`config.mk`:
```
export PLATFORM = sky130hd
export DESIGN_NAME = periodic_duty_schedule_timer
export DESIGN_NICKNAME = d
export VERILOG_FILES = /design/src/sv/ptmr_pkg.sv /design/src/sv/ptmr_cfg.sv /design/src/sv/ptmr_remdiv.sv /design/src/sv/periodic_duty_schedule_timer.sv
export VERILOG_INCLUDE_DIRS = /design/src /design/src/sv
export SDC_FILE = /design/constraint.sdc
export NUM_CORES = 1
export LEC_CHECK = 0
export ABC_AREA = 1
export BUFFER_PORTS_ARGS = -buffer_cell sky130_fd_sc_hd__buf_4
export CORE_MARGIN = 10
export CORE_UTILIZATION = 40
export CTS_CLUSTER_SIZE = 25
export DETAILED_ROUTE_END_ITERATION = 12
export GPL_TIMING_DRIVEN = 0
export PLACE_DENSITY = 0.58
export SLEW_MARGIN = 15
export SYNTH_ARGS = -nofsm -noshare
export SYNTH_HDL_FRONTEND = slang
export SYNTH_SLANG_ARGS = --single-unit
```
`constraint.sdc`:
```
create_clock -name clk -period 3.56 [get_ports clk]
set_input_delay 0 -clock clk [delete_from_list [all_inputs] [get_ports clk]]
set_output_delay 0 -clock clk [all_outputs]
set_load 0.005 [all_outputs]
```
`src/sv/assert_macros.svh`:
```
// Assertion macros shared by the timer RTL.
// Used by the top level; no other dependencies.
`ifndef ASSERT_MACROS_SVH
`define ASSERT_MACROS_SVH
`ifndef SYNTHESIS
`define ASSERT_IMPL(label, clk, rst_n, ante, cons) \
	label: assert property (@(posedge clk) disable iff (!rst_n) (ante) |-> (cons)) \
		else $error("assertion failed");
`define ASSERT_NEXT(label, clk, rst_n, ante, cons) \
	label: assert property (@(posedge clk) disable iff (!rst_n) (ante) |=> (cons)) \
		else $error("assertion failed");
`else
`define ASSERT_IMPL(label, clk, rst_n, ante, cons)
`define ASSERT_NEXT(label, clk, rst_n, ante, cons)
`endif
`endif

```
`src/sv/ptmr_pkg.sv`:
```
// Package for the periodic duty schedule timer: widths, constants, types.
// No dependencies.
package ptmr_pkg;
	localparam int DUR_W  = 12;
	localparam int PER_W  = 10;
	localparam int SPAN_W = 22;   // period in seconds, up to 1023 h
	localparam int DSEC_W = 18;   // duration in seconds, up to 4095 min
	localparam int CFG_AW = 3;
	localparam int CFG_DW = 12;

	localparam logic [DSEC_W-1:0] SEC_PER_MIN = DSEC_W'(60);
	localparam logic [SPAN_W-1:0] SEC_PER_HR  = SPAN_W'(60 * 60);

	localparam logic [DUR_W-1:0] FAN_DUR_RST   = DUR_W'(15);
	localparam logic [PER_W-1:0] FAN_PER_RST   = PER_W'(1);
	localparam logic [DUR_W-1:0] WATER_DUR_RST = DUR_W'(5);
	localparam logic [PER_W-1:0] WATER_PER_RST = PER_W'(24);

	typedef enum logic [CFG_AW-1:0] {
		REG_FAN_DUR   = 3'd0,
		REG_FAN_PER   = 3'd1,
		REG_WATER_DUR = 3'd2,
		REG_WATER_PER = 3'd3,
		REG_AUTO      = 3'd4
	} reg_idx_t;

	typedef struct packed {
		logic [DUR_W-1:0] fan_dur;
		logic [PER_W-1:0] fan_per;
		logic [DUR_W-1:0] water_dur;
		logic [PER_W-1:0] water_per;
		logic             auto_mode;
	} cfg_t;

	typedef struct packed {
		logic busy;
		logic done;
	} div_stat_t;
endpackage

```
`src/sv/ptmr_cfg.sv`:
```
// Configuration register file for the schedule timer.
// Depends on ptmr_pkg.
module ptmr_cfg (
	input  logic                            clk,
	input  logic                            arst_n,
	input  logic                            we,
	input  logic [ptmr_pkg::CFG_AW-1:0]     addr,
	input  logic [ptmr_pkg::CFG_DW-1:0]     wdata,
	output ptmr_pkg::cfg_t                  cfg
);
	import ptmr_pkg::*;

	cfg_t cfg_q;

	always_ff @(posedge clk or negedge arst_n) begin
		if (!arst_n) begin
			cfg_q.fan_dur   <= FAN_DUR_RST;
			cfg_q.fan_per   <= FAN_PER_RST;
			cfg_q.water_dur <= WATER_DUR_RST;
			cfg_q.water_per <= WATER_PER_RST;
			cfg_q.auto_mode <= 1'b1;
		end else if (we) begin
			case (addr)
				REG_FAN_DUR:   cfg_q.fan_dur   <= wdata[DUR_W-1:0];
				REG_FAN_PER:   cfg_q.fan_per   <= wdata[PER_W-1:0];
				REG_WATER_DUR: cfg_q.water_dur <= wdata[DUR_W-1:0];
				REG_WATER_PER: cfg_q.water_per <= wdata[PER_W-1:0];
				REG_AUTO:      cfg_q.auto_mode <= wdata[0];
				default: ;
			endcase
		end
	end

	assign cfg = cfg_q;
endmodule

```
`src/sv/ptmr_remdiv.sv`:
```
// Bit-serial restoring remainder unit, one dividend bit per cycle.
// Depends on ptmr_pkg.
module ptmr_remdiv #(
	parameter int DIVIDEND_BITS = 40
) (
	input  logic                          clk,
	input  logic                          arst_n,
	input  logic                          start,
	input  logic [DIVIDEND_BITS-1:0]      dividend,
	input  logic [ptmr_pkg::SPAN_W-1:0]   divisor,
	output logic [ptmr_pkg::SPAN_W-1:0]   rem,
	output ptmr_pkg::div_stat_t           stat
);
	import ptmr_pkg::*;

	localparam int CNT_W = $clog2(DIVIDEND_BITS + 1);

	logic [DIVIDEND_BITS-1:0] dvd_q;
	logic [SPAN_W-1:0]        div_q;
	logic [SPAN_W-1:0]        rem_q;
	logic [CNT_W-1:0]         cnt_q;
	logic                     busy_q;
	logic                     done_q;
	logic [SPAN_W:0]          trial;
	logic [SPAN_W:0]          diff;

	assign trial = {rem_q, dvd_q[DIVIDEND_BITS-1]};
	assign diff  = trial - {1'b0, div_q};

	always_ff @(posedge clk or negedge arst_n) begin
		if (!arst_n) begin
			busy_q <= 1'b0;
			done_q <= 1'b0;
			cnt_q  <= '0;
		end else if (start) begin
			busy_q <= 1'b1;
			done_q <= 1'b0;
			cnt_q  <= CNT_W'(DIVIDEND_BITS);
		end else if (busy_q) begin
			cnt_q <= cnt_q - CNT_W'(1);
			if (cnt_q == CNT_W'(1)) begin
				busy_q <= 1'b0;
				done_q <= 1'b1;
			end
		end else begin
			done_q <= 1'b0;
		end
	end

	always_ff @(posedge clk) begin
		if (start) begin
			dvd_q <= dividend;
			div_q <= divisor;
			rem_q <= '0;
		end else if (busy_q) begin
			dvd_q <= dvd_q << 1;
			if (trial >= {1'b0, div_q})
				rem_q <= diff[SPAN_W-1:0];
			else
				rem_q <= trial[SPAN_W-1:0];
		end
	end

	assign rem       = rem_q;
	assign stat.busy = busy_q;
	assign stat.done = done_q;
endmodule

```
`src/sv/periodic_duty_schedule_timer.sv`:
```
// Periodic duty schedule timer: each tick item carries the time in seconds and
// yields one result item with the fan and watering states, the next watering
// start and a save request. One item at a time: s_tready is high only while
// idle. Each item runs the single remainder unit, which retires one dividend bit
// per cycle, once for the fan and once for the watering channel. A finished
// result waits in the output register while the next item is taken.
`include "assert_macros.svh"
module periodic_duty_schedule_timer #(
	parameter int TIME_BITS = 40
) (
	input  logic                                      clk,
	input  logic                                      arst_n,
	input  logic                                      cfg_we,
	input  logic [2:0]                                cfg_addr,
	input  logic [11:0]                               cfg_wdata,
	input  logic                                      s_tvalid,
	output logic                                      s_tready,
	// now_seconds
	input  logic [((TIME_BITS + 7) / 8) * 8 - 1:0]    s_tdata,
	output logic                                      m_tvalid,
	input  logic                                      m_tready,
	// fan_on, water_on, next_water_time, save_request
	output logic [((TIME_BITS + 10) / 8) * 8 - 1:0]   m_tdata
);
	import ptmr_pkg::*;

	localparam int OUT_W = ((TIME_BITS + 10) / 8) * 8;

	typedef enum logic [6:0] {
		S_IDLE    = 7'b0000001,
		S_FAN_ST  = 7'b0000010,
		S_FAN_RUN = 7'b0000100,
		S_WAT_ST  = 7'b0001000,
		S_WAT_RUN = 7'b0010000,
		S_NEXT    = 7'b0100000,
		S_EMIT    = 7'b1000000
	} state_t;

	state_t state_q;
	cfg_t   cfg;
	div_stat_t dstat;

	logic [TIME_BITS-1:0] now;
	logic [TIME_BITS-1:0] now_q;
	logic [TIME_BITS-1:0] fan_epoch_q, water_epoch_q;
	logic [DUR_W-1:0]     sv_fan_dur_q, sv_water_dur_q;
	logic [PER_W-1:0]     sv_fan_per_q, sv_water_per_q;
	logic                 changed_q;
	logic [SPAN_W-1:0]    fan_per_s_q, water_per_s_q;
	logic [DSEC_W-1:0]    fan_dur_s_q, water_dur_s_q;
	logic                 fan_lt_q, water_lt_q;
	logic [TIME_BITS-1:0] base_q;
	logic                 held_fan_q, held_water_q;
	logic [TIME_BITS-1:0] held_next_q;
	logic                 out_valid_q;
	logic                 out_fan_q, out_water_q, out_save_q;
	logic [TIME_BITS-1:0] out_next_q;

	logic                 accept;
	logic                 fan_chg, water_chg;
	logic [TIME_BITS:0]   fan_diff, water_diff;
	logic                 div_start;
	logic [TIME_BITS-1:0] div_dvd;
	logic [SPAN_W-1:0]    div_dvs;
	logic [SPAN_W-1:0]    rem;
	logic                 fan_en, water_en;
	logic                 fan_on_c, water_on_c;
	logic [TIME_BITS:0]   next_sum;
	logic                 out_load;

	ptmr_cfg u_cfg (
		.clk   (clk),
		.arst_n(arst_n),
		.we    (cfg_we),
		.addr  (cfg_addr),
		.wdata (cfg_wdata),
		.cfg   (cfg)
	);

	ptmr_remdiv #(.DIVIDEND_BITS(TIME_BITS)) u_div (
		.clk     (clk),
		.arst_n  (arst_n),
		.start   (div_start),
		.dividend(div_dvd),
		.divisor (div_dvs),
		.rem     (rem),
		.stat    (dstat)
	);

	assign now       = s_tdata[TIME_BITS-1:0];
	assign s_tready  = (state_q == S_IDLE);
	assign accept    = s_tvalid && s_tready;
	assign fan_chg   = (cfg.fan_dur != sv_fan_dur_q) || (cfg.fan_per != sv_fan_per_q);
	assign water_chg = (cfg.water_dur != sv_water_dur_q) || (cfg.water_per != sv_water_per_q);

	assign fan_diff   = {1'b0, now_q} - {1'b0, fan_epoch_q};
	assign water_diff = {1'b0, now_q} - {1'b0, water_epoch_q};
	assign div_start  = (state_q == S_FAN_ST) || (state_q == S_WAT_ST);
	assign div_dvd    = (state_q == S_WAT_ST) ? water_diff[TIME_BITS-1:0]
	                                          : fan_diff[TIME_BITS-1:0];
	assign div_dvs    = (state_q == S_WAT_ST) ? water_per_s_q : fan_per_s_q;

	assign fan_en   = (fan_epoch_q != '0) && (fan_per_s_q != '0) && (fan_dur_s_q != '0);
	assign water_en = (water_epoch_q != '0) && (water_per_s_q != '0) &&
	                  (water_dur_s_q != '0);
	assign fan_on_c = fan_en && !fan_lt_q &&
	                  ((SPAN_W'(fan_dur_s_q) >= fan_per_s_q) || (rem < SPAN_W'(fan_dur_s_q)));
	assign water_on_c = water_en && !water_lt_q &&
	                  ((SPAN_W'(water_dur_s_q) >= water_per_s_q) ||
	                   (rem < SPAN_W'(water_dur_s_q)));
	assign next_sum = {1'b0, base_q} + (TIME_BITS + 1)'(water_per_s_q);
	assign out_load = (state_q == S_EMIT) && (!out_valid_q || m_tready);

	always_ff @(posedge clk or negedge arst_n) begin
		if (!arst_n) begin
			state_q        <= S_IDLE;
			fan_epoch_q    <= '0;
			water_epoch_q  <= '0;
			sv_fan_dur_q   <= FAN_DUR_RST;
			sv_fan_per_q   <= FAN_PER_RST;
			sv_water_dur_q <= WATER_DUR_RST;
			sv_water_per_q <= WATER_PER_RST;
			held_fan_q     <= 1'b0;
			held_water_q   <= 1'b0;
			held_next_q    <= '0;
			out_valid_q    <= 1'b0;
		end else begin
			if (out_load)
				out_valid_q <= 1'b1;
			else if (m_tready)
				out_valid_q <= 1'b0;
			case (state_q)
				S_IDLE: begin
					if (accept) begin
						if (fan_chg || (fan_epoch_q == '0))
							fan_epoch_q <= now;
						if (water_chg || (water_epoch_q == '0))
							water_epoch_q <= now;
						sv_fan_dur_q   <= cfg.fan_dur;
						sv_fan_per_q   <= cfg.fan_per;
						sv_water_dur_q <= cfg.water_dur;
						sv_water_per_q <= cfg.water_per;
						state_q        <= S_FAN_ST;
					end
				end
				S_FAN_ST:  state_q <= S_FAN_RUN;
				S_FAN_RUN: begin
					if (dstat.done) begin
						if (cfg.auto_mode)
							held_fan_q <= fan_on_c;
						state_q <= S_WAT_ST;
					end
				end
				S_WAT_ST:  state_q <= S_WAT_RUN;
				S_WAT_RUN: begin
					if (dstat.done) begin
						if (cfg.auto_mode)
							held_water_q <= water_on_c;
						state_q <= S_NEXT;
					end
				end
				S_NEXT: begin
					if (cfg.auto_mode) begin
						if (!water_en)
							held_next_q <= '0;
						else if (water_lt_q)
							held_next_q <= water_epoch_q;
						else if (next_sum[TIME_BITS])
							held_next_q <= '1;
						else
							held_next_q <= next_sum[TIME_BITS-1:0];
					end
					state_q <= S_EMIT;
				end
				S_EMIT: begin
					if (out_load)
						state_q <= S_IDLE;
				end
				default: state_q <= S_IDLE;
			endcase
		end
	end

	always_ff @(posedge clk) begin
		if (accept) begin
			now_q         <= now;
			changed_q     <= fan_chg || water_chg || (fan_epoch_q == '0) ||
			                 (water_epoch_q == '0);
			fan_per_s_q   <= SPAN_W'(cfg.fan_per) * SEC_PER_HR;
			water_per_s_q <= SPAN_W'(cfg.water_per) * SEC_PER_HR;
			fan_dur_s_q   <= DSEC_W'(cfg.fan_dur) * SEC_PER_MIN;
			water_dur_s_q <= DSEC_W'(cfg.water_dur) * SEC_PER_MIN;
		end
		if (state_q == S_FAN_ST)
			fan_lt_q <= fan_diff[TIME_BITS];
		if (state_q == S_WAT_ST)
			water_lt_q <= water_diff[TIME_BITS];
		if ((state_q == S_WAT_RUN) && dstat.done)
			base_q <= now_q - TIME_BITS'(rem);
		if (out_load) begin
			out_fan_q   <= held_fan_q;
			out_water_q <= held_water_q;
			out_next_q  <= held_next_q;
			out_save_q  <= changed_q;
		end
	end

	assign m_tvalid = out_valid_q;
	assign m_tdata  = OUT_W'({out_save_q, out_next_q, out_water_q, out_fan_q});

	`ASSERT_IMPL(a_ready_not_busy, clk, arst_n, s_tready, !dstat.busy)
	`ASSERT_NEXT(a_accept_blocks, clk, arst_n, accept, !s_tready)
	`ASSERT_IMPL(a_done_in_run, clk, arst_n, dstat.done,
		(state_q == S_FAN_RUN) || (state_q == S_WAT_RUN))
endmodule

```
== After elaboration in Yosys (flattened, before gate mapping) ==
Cells that the tools add are included.
Storage, ports and cells
  register bits: 505
  bits of input ports: 60
  output and inout bits: 50
  word-level logic and storage cells: 142
Cells by class
  $add $sub $neg: 6
  multiply operators: 4
  magnitude comparators: 5
  equal/unequal tests: 21
  mux-type cells: 23
  reduce and logical (&&, ||, !) cells: 48
Operators with widths (count)
  $mux 40: 6
  $sub 40x40->41: 2
  $logic_not 40->1: 2
  $reduce_bool 40->1: 2
  $pmux 7 s7: 1
  $ge 18x22->1: 2
  $lt 22x18->1: 2
  $mux 22: 2
  $reduce_bool 22->1: 2
  $add 40x22->41: 1
  $sub 40x22->40: 1
  $mul 10x8->18 const B: 2
  $reduce_bool 18->1: 2
  $mul 12x4->16 const B: 2
  $mux 7: 4
  $ne 12x12->1: 2
  $ge 23x22->1: 1
  $sub 22x22->22: 1
  $ne 10x10->1: 2
  $reduce_and 2->1: 7
  $mux 6: 2
  $reduce_and 3->1: 4
  $logic_and 1x1->1: 11
  $logic_or 1x1->1: 11
  20 further kinds: 33

== Depth between registers and ports, before layout ==
Gate-level depths: netlist of the first run.
  word-level depth: 5
  depth in mapped cells: 17
  depth with buffers taken out: 17

== Modules after synthesis ==
A second synthesis of the first run with hierarchy kept.
Second synthesis, totals
  cells, all modules: 5111
  area, all modules: 38017.7 um^2
By module, submodules not included
  periodic_duty_schedule_timer: instances 1, cells each 4152, area each 30588.1 um^2, seq. area each 10192.3 um^2
  ptmr_remdiv: instances 1, cells each 751, area each 5546.6 um^2, seq. area each 2502.4 um^2
  ptmr_cfg: instances 1, cells each 208, area each 1883.1 um^2, seq. area each 1138.6 um^2

== Least setup slack after synthesis of the first run ==
No wires, ideal clock.
  kind: flip-flop to flip-flop
  start point: reg u_cfg.cfg_q, in the netlist u_cfg.cfg[4]
  end point: reg water_per_s_q[21] (data pin)
  library setup time: 0.260 ns
  arrival: 3.478 ns
  data required time: 3.300 ns
  slack: -0.178 ns
  cell stages (with the launch flop): 15
  path buffers: 0
  clock period less this slack: 3.738 ns
  cell sequence: dfstp_2 inv_1 fa_1 inv_1 ha_1 fa_1 ha_1 fa_1 nand3_1 nand2_1 a21oi_1 o21ai_0 a21oi_1 o21bai_1 xnor2_1
On the way
  cells in the longest elaborated chain, start to end: 1
Ends and longest elaborated chain
  from (decl): RTL line ptmr_cfg.sv:13  | cfg_t cfg_q;
  $mul 10x8->18: RTL line periodic_duty_schedule_timer.sv:190  | water_per_s_q <= SPAN_W'(cfg.water_per) * SEC_PER_HR;
  to (signal assigned): RTL line periodic_duty_schedule_timer.sv:190
  to (decl): RTL line periodic_duty_schedule_timer.sv:49  | logic [SPAN_W-1:0] fan_per_s_q, water_per_s_q;
No other way between the ends.
A chain may end at the register's enable or synchronous reset.

== Final worst setup path of the first run ==
Same ends and word-level chain as after synthesis.

==> flow_metrics.env, run 1 <==
export IMPL_die_area_um2=102600
export IMPL_drive_above_1_share_pct=7.755
export IMPL_placed_cells=5976
export IMPL_totalPowerFinal_mw=39.06
export IMPL_grt_total_usage_pct=23.34
export IMPL_setup_ws_ps=55.01
export IMPL_cts_root_buf="clkbuf_16"
export IMPL_first_iter_violations=2713
export IMPL_clock_latency_ps=680
export IMPL_p_per_area_nw_per_um2=937.2
export IMPL_cp_start_kind="flop"
export IMPL_die_w_um=320.3
export IMPL_final_common_cell="nand2_1"
export IMPL_globalRouteOverflowTotal=0
export IMPL_die_h_um=320.3
export IMPL_leakage_nw=20.55
export IMPL_slew_violations=0
export IMPL_grt_pass1_vias=30664
export IMPL_max_freq_mhz=285.3
export IMPL_ys_dominant_reg_cell="edfxtp_1"
export IMPL_syn_cell_area_um2=36070
export IMPL_dp_final_hpwl_um=98720
export IMPL_vias_per_cell=5.152
export IMPL_place_congestion=0.9607
export IMPL_final_cells=6181
export IMPL_finalHoldViolCount=0
export IMPL_finalSetupViolations=0
export IMPL_hold_path_depth=5
export IMPL_synthCells=4687
export IMPL_htreeDepth=2
export IMPL_grt_max_degree=98
export IMPL_cap_violations=0
export IMPL_grt_pass1_wl_um=183900
export IMPL_place_ws_ps=-407.1
export IMPL_syn_mean_instance_area_um2=7.697
export IMPL_dr_pass1_iters=6
export IMPL_start_util_pct=40.20
export IMPL_final_area_um2=41670
export IMPL_critPathKind="flop to flop"
export IMPL_fin_crit_sh_pct=98.45
export IMPL_core_um2=89740
export IMPL_antenna_found_initial=5
export IMPL_worstPathRequired_ps=3980
export IMPL_cts_sinks=501
export IMPL_ys_types=46
export IMPL_worstHoldPathType="input port to flop"
export IMPL_wire_per_inst_um=19.67
export IMPL_endpoint_kind="flop"
export IMPL_worstMarginPinSlew_ps=1114
export IMPL_cts_tree="yes"
export IMPL_ys_warn_count=0
export IMPL_cts_path_max_buffers=3
export IMPL_dpl_cell_area_um2=38510
export IMPL_finClkSkew_ps=26.43
export IMPL_rsz0062_at_grt="true"
export IMPL_row_count=110
export IMPL_io_buffers=104
export IMPL_async_reset_ff_share_pct=45.31
export IMPL_final_min_clock_period_ps=3505
export IMPL_clk_pin_slew_worst_paths_ps=60
export IMPL_worstPathMaxFanout=3
export IMPL_antenna_left=0
export IMPL_synth_edf_count=252
export IMPL_final_cell_mix="nand2_1 (1,396), inv_1 (727), nor2_1 (307)"
export IMPL_worst_ir_drop_vdd_mv=0.7122
export IMPL_ys_seq_area_share_pct=38.01
export IMPL_ios=110
export IMPL_holdWs_ps=54.84
export IMPL_area_growth_pct=15.52
export IMPL_reg2reg_depth=14
export IMPL_layout_nets=5406
export IMPL_ys_seq_elements=501
export IMPL_worstPathArrival_ps=3930
export IMPL_vias=31843
export IMPL_drc=0
export IMPL_wl_um=121600
export IMPL_status="completed"
export IMPL_cts_buffers=58
export IMPL_slew_limit_headroom_pct=25.19
==> cell usage after synthesis (20+ instances only) <==
master / n / area share [%]
a21oi_1: 253 / 3.5
a31oi_1: 27 / 0.47
buf_2: 36 / 0.50
clkbuf_1: 46 / 0.48
dfrtp_1: 207 / 14
dfstp_2: 20 / 1.5
dfxtp_1: 22 / 1.2
edfxtp_1: 252 / 21
fa_1: 71 / 3.9
ha_1: 322 / 11
inv_1: 733 / 7.6
nand2_1: 1399 / 15
nand3_1: 294 / 4.1
nand3b_1: 22 / 0.46
nand4_1: 67 / 1.2
nor2_1: 309 / 3.2
nor3_1: 41 / 0.57
nor4_1: 31 / 0.54
o21ai_0: 255 / 3.5
xnor2_1: 56 / 1.4
xor2_1: 103 / 2.5
==> power breakdown <==
| group | internal, mW | switching [mW] | total [mW] |
|---|---|---|---|
| logic | 8.03 | 14.2 | 22.2 |
| registers | 8.73 | 1.83 | 10.6 |
| clock network | 3.58 | 2.67 | 6.26 |
==> worst paths after layout <==
check,start,end,slack (ps)
max in group asynchronous,arst_n,u_cfg.cfg[1]$_DFFE_PN0P_,2510
min,cfg_addr[2],u_cfg.cfg[12]$_DFFE_PN0P_,50
max,u_cfg.cfg[4]$_DFFE_PN1P_,water_per_s_q[21]$_DFFE_PP_,60
min in group asynchronous,arst_n,sv_fan_dur_q[0]$_DFFE_PN1P_,470
min reg2reg,changed_q$_DFFE_PP_,out_save_q$_DFFE_PP_,430
max reg2reg,u_cfg.cfg[4]$_DFFE_PN1P_,water_per_s_q[21]$_DFFE_PP_,60
==> critical path, cell delays in order, from the launching register on <==
cell      delay [ps]
dfstp_2          560
inv_4             50
fa_1             490
inv_2             50
ha_4             210
fa_1             530
ha_4             220
fa_2             400
nand3_2           90
nand2_4           60
a21oi_4          170
o21ai_2           90
a21oi_2          120
o21bai_1          80
xnor2_1          120
==> flip-flops by register name, summed over array words and instances (netlist names), 18 cells and up <==
signal	cells
now_q	40
out_next_q	40
water_per_s_q	18
u_div.dvd_q	40
u_div.div_q	18
fan_epoch_q	40
u_div.rem	22
u_cfg.cfg	45
fan_per_s_q	18
base_q	40
held_next_q	40
water_epoch_q	40
==> stage by stage <==
step / utilization (%) / TNS, ps
2_1_floorplan: - / -45.36
3_3_place_gp: 42.75 / -208570
3_5_place_dp: 42.92 / -6564
4_1_cts: 46.19 / 0
5_1_grt: 46.44 / -130.9
6_report: 46.44 / 0
==> layer usage <==
metal / wire length [µm] / vias to the layer above / part of all wire, % / GRT usage, %
met5: 14 / - / 0.012 / 0
met4: 4290 / 4 / 3.5 / 7.406
met3: 6431 / 183 / 5.3 / 2.978
met2: 57370 / 875 / 47 / 39.71
met1: 53470 / 15016 / 44 / 30.51
li1: - / 15765 / - / -
==> cells by family after synthesis <==
| kind of cell | after synthesis | share of synthesized area, % |
|---|---|---|
| AO/OA/AOI/OAI | 607 | 8.907 |
| XOR/XNOR | 159 | 3.860 |
| adder cells (fa/ha/maj) | 393 | 15.11 |
| buffers and inverters | 831 | 8.876 |
| flip-flops | 501 | 38.01 |
| other | 1 | 0.01040 |
| AND/OR/NAND/NOR | 2195 | 25.23 |
==> layout make-up <==
type	instances	area, µm²
well taps	1176	1471
clock buffers	78	1618
fillers	9139	48060
diodes	2	5.005
clock inverters	32	356.6
inverters	739	2784
repair buffers	202	1789
multi-input cells	3359	19480
plain buffers	92	436.7
flip-flops and latches	501	13730
==> repair_timing <==
action | CTS | global route
resized for setup | 31 | 36
hold buffers | 65 | 0
pin swaps | 11 | 10
hold endpoints to repair | 383 | 0
setup buffers | 17 | 11
endpoints found under the setup margin | 52 | 12
Note: power is estimated with default switching activity, not from simulation.
==> inputs of run 2 (changes only) <==
--- a/config.mk
+++ b/config.mk
@@ -9,11 +9,11 @@
 export ABC_AREA = 1
 export BUFFER_PORTS_ARGS = -buffer_cell sky130_fd_sc_hd__buf_4
 export CORE_MARGIN = 10
-export CORE_UTILIZATION = 40
+export CORE_UTILIZATION = 45
 export CTS_CLUSTER_SIZE = 25
 export DETAILED_ROUTE_END_ITERATION = 12
 export GPL_TIMING_DRIVEN = 0
-export PLACE_DENSITY = 0.58
+export PLACE_DENSITY = 0.64
 export SLEW_MARGIN = 15
 export SYNTH_ARGS = -nofsm -noshare
 export SYNTH_HDL_FRONTEND = slang
==> run 2 against run 1 <==
Total power down 0.39%. Count of clock-buffer cells in the layout up 17. Combinational power about the same. Worst hold slack better by 28 ps. Critical path type unchanged.
==> flow_metrics.env, run 2 (synthesis results as in run 1) <==
export IMPL_final_common_cell="nand2_1"
export IMPL_status="completed"
export IMPL_largest_reg_flops=45
export IMPL_worstPathRequired_ps=3950
export IMPL_worstPathArrival_ps=3870
export IMPL_vias_per_cell=5.279
export IMPL_cts_tree="yes"
export IMPL_fin_crit_sh_pct=97.65
export IMPL_area_growth_pct=14.94
export IMPL_drive_above_1_share_pct=7.592
export IMPL_wl_um=118800
export IMPL_worstHoldPathType="input port to flop"
export IMPL_grt_pass1_vias=30540
export IMPL_worstMarginPinSlew_ps=1166
export IMPL_grt_total_usage_pct=25.61
export IMPL_place_congestion=0.9845
export IMPL_htreeDepth=2
export IMPL_p_per_area_nw_per_um2=938.3
export IMPL_final_min_clock_period_ps=3476
export IMPL_worst_ir_drop_vdd_mv=0.4876
export IMPL_dp_final_hpwl_um=95760
export IMPL_slew_limit_headroom_pct=21.68
export IMPL_vias=31973
export IMPL_max_freq_mhz=287.7
export IMPL_drc=0
export IMPL_die_h_um=303.1
export IMPL_io_buffers=104
export IMPL_row_count=103
export IMPL_cts_root_buf="clkbuf_16"
export IMPL_finalHoldViolCount=0
export IMPL_grt_max_degree=95
export IMPL_clk_pin_slew_worst_paths_ps=60
export IMPL_final_cell_mix="nand2_1 (1,395), inv_1 (727), nor2_1 (307)"
export IMPL_start_util_pct=45.52
export IMPL_cts_buffers=59
export IMPL_clock_latency_ps=650
export IMPL_critPathKind="flop to flop"
export IMPL_totalPowerFinal_mw=38.90
export IMPL_worstPathMaxFanout=6
export IMPL_die_area_um2=91890
export IMPL_slew_violations=0
export IMPL_antenna_found_initial=8
export IMPL_endpoint_kind="flop"
export IMPL_holdWs_ps=83.08
export IMPL_antenna_left=0
export IMPL_wire_per_inst_um=19.61
export IMPL_first_iter_violations=3032
export IMPL_die_w_um=303.1
export IMPL_ios=110
export IMPL_finClkSkew_ps=29.48
export IMPL_core_um2=79260
export IMPL_cap_violations=0
export IMPL_cts_path_max_buffers=3
export IMPL_cts_sinks=501
export IMPL_globalRouteOverflowTotal=0
export IMPL_leakage_nw=20.54
export IMPL_cp_start_kind="flop"
export IMPL_dr_pass1_iters=6
export IMPL_layout_nets=5407
export IMPL_finalSetupViolations=0
export IMPL_grt_pass1_wl_um=180600
-- run 2: report_power, final --
part	total (mW)	leakage (nW)	internal (mW)	switching, mW
Combinational	22.3	14.2	8.07	14.2
Sequential	10.5	5.41	8.73	1.81
Clock	6.11	0.952	3.52	2.58
-- run 2: what timing repair did --
item,CTS,global route
pin swaps,9,14
setup buffers,13,14
resized for setup,23,39
hold endpoints to repair,388,0
setup endpoints to repair,18,11
hold buffers,66,0
-- run 2: layer usage --
layer	vias up	track usage, %	wire length (µm)
li1	15769	-	-
met1	14993	34.01	51300
met2	1007	42.56	55380
met3	202	3.261	7658
met4	2	9.127	4452
met5	-	0	8
-- run 2: cell type report --
cell class / instances / area [µm²]
antenna: 2 / 5.005
buffer: 92 / 436.7
clock buffer: 95 / 1795
clock inverter: 17 / 143.9
fill: 7715 / 37790
inverter: 739 / 2781
multi-input combinational: 3359 / 19490
sequential: 501 / 13730
tap: 1050 / 1314
timing repair buffer: 202 / 1774
-- run 2: critical path: stages (launching register included) --
cell and delay, ps:
dfrtp_2 370, inv_2 60, fa_1 540, inv_1 50, ha_1 300, fa_1 470, ha_1 340, ha_4 320
nand2_1 70, nand2_1 150, a31oi_4 60, o21ai_2 170, nand2_1 70, nand2_1 70, a21oi_2 60, xor2_1 140
-- run 2: per-stage QoR --
stage	util (%)	worst slack [ps]	TNS [ps]	instance area, µm²	instances
final	52.32	83.69	0	41460	6057
after global routing	52.31	-49.26	-92.52	41460	6055
after CTS	51.93	1.379	0	41150	6041
after detailed placement	48.39	-293.1	-1330	38350	5850
after global placement	48.20	-1189	-199530	38200	5845
after floorplan	-	-45.36	-45.36	36110	4691
-- run 2: path summary, 6_finish.rpt --
path,from,to,slack [ps],cells past startpoint
worst max-delay path,u_cfg.cfg[25]$_DFFE_PN0P_,fan_per_s_q[18]$_DFFE_PP_,80,15
worst min-delay path,cfg_addr[2],u_cfg.cfg[13]$_DFFE_PN1P_,80,5
worst max register to register,u_cfg.cfg[25]$_DFFE_PN0P_,fan_per_s_q[18]$_DFFE_PP_,80,15
worst min register to register,changed_q$_DFFE_PP_,out_save_q$_DFFE_PP_,420,0
max in group asynchronous,arst_n,u_div.cnt_q[0]$_DFFE_PN0P_,1200,4
min in group asynchronous,arst_n,state_q[2]$_DFFE_PN0P_,470,3
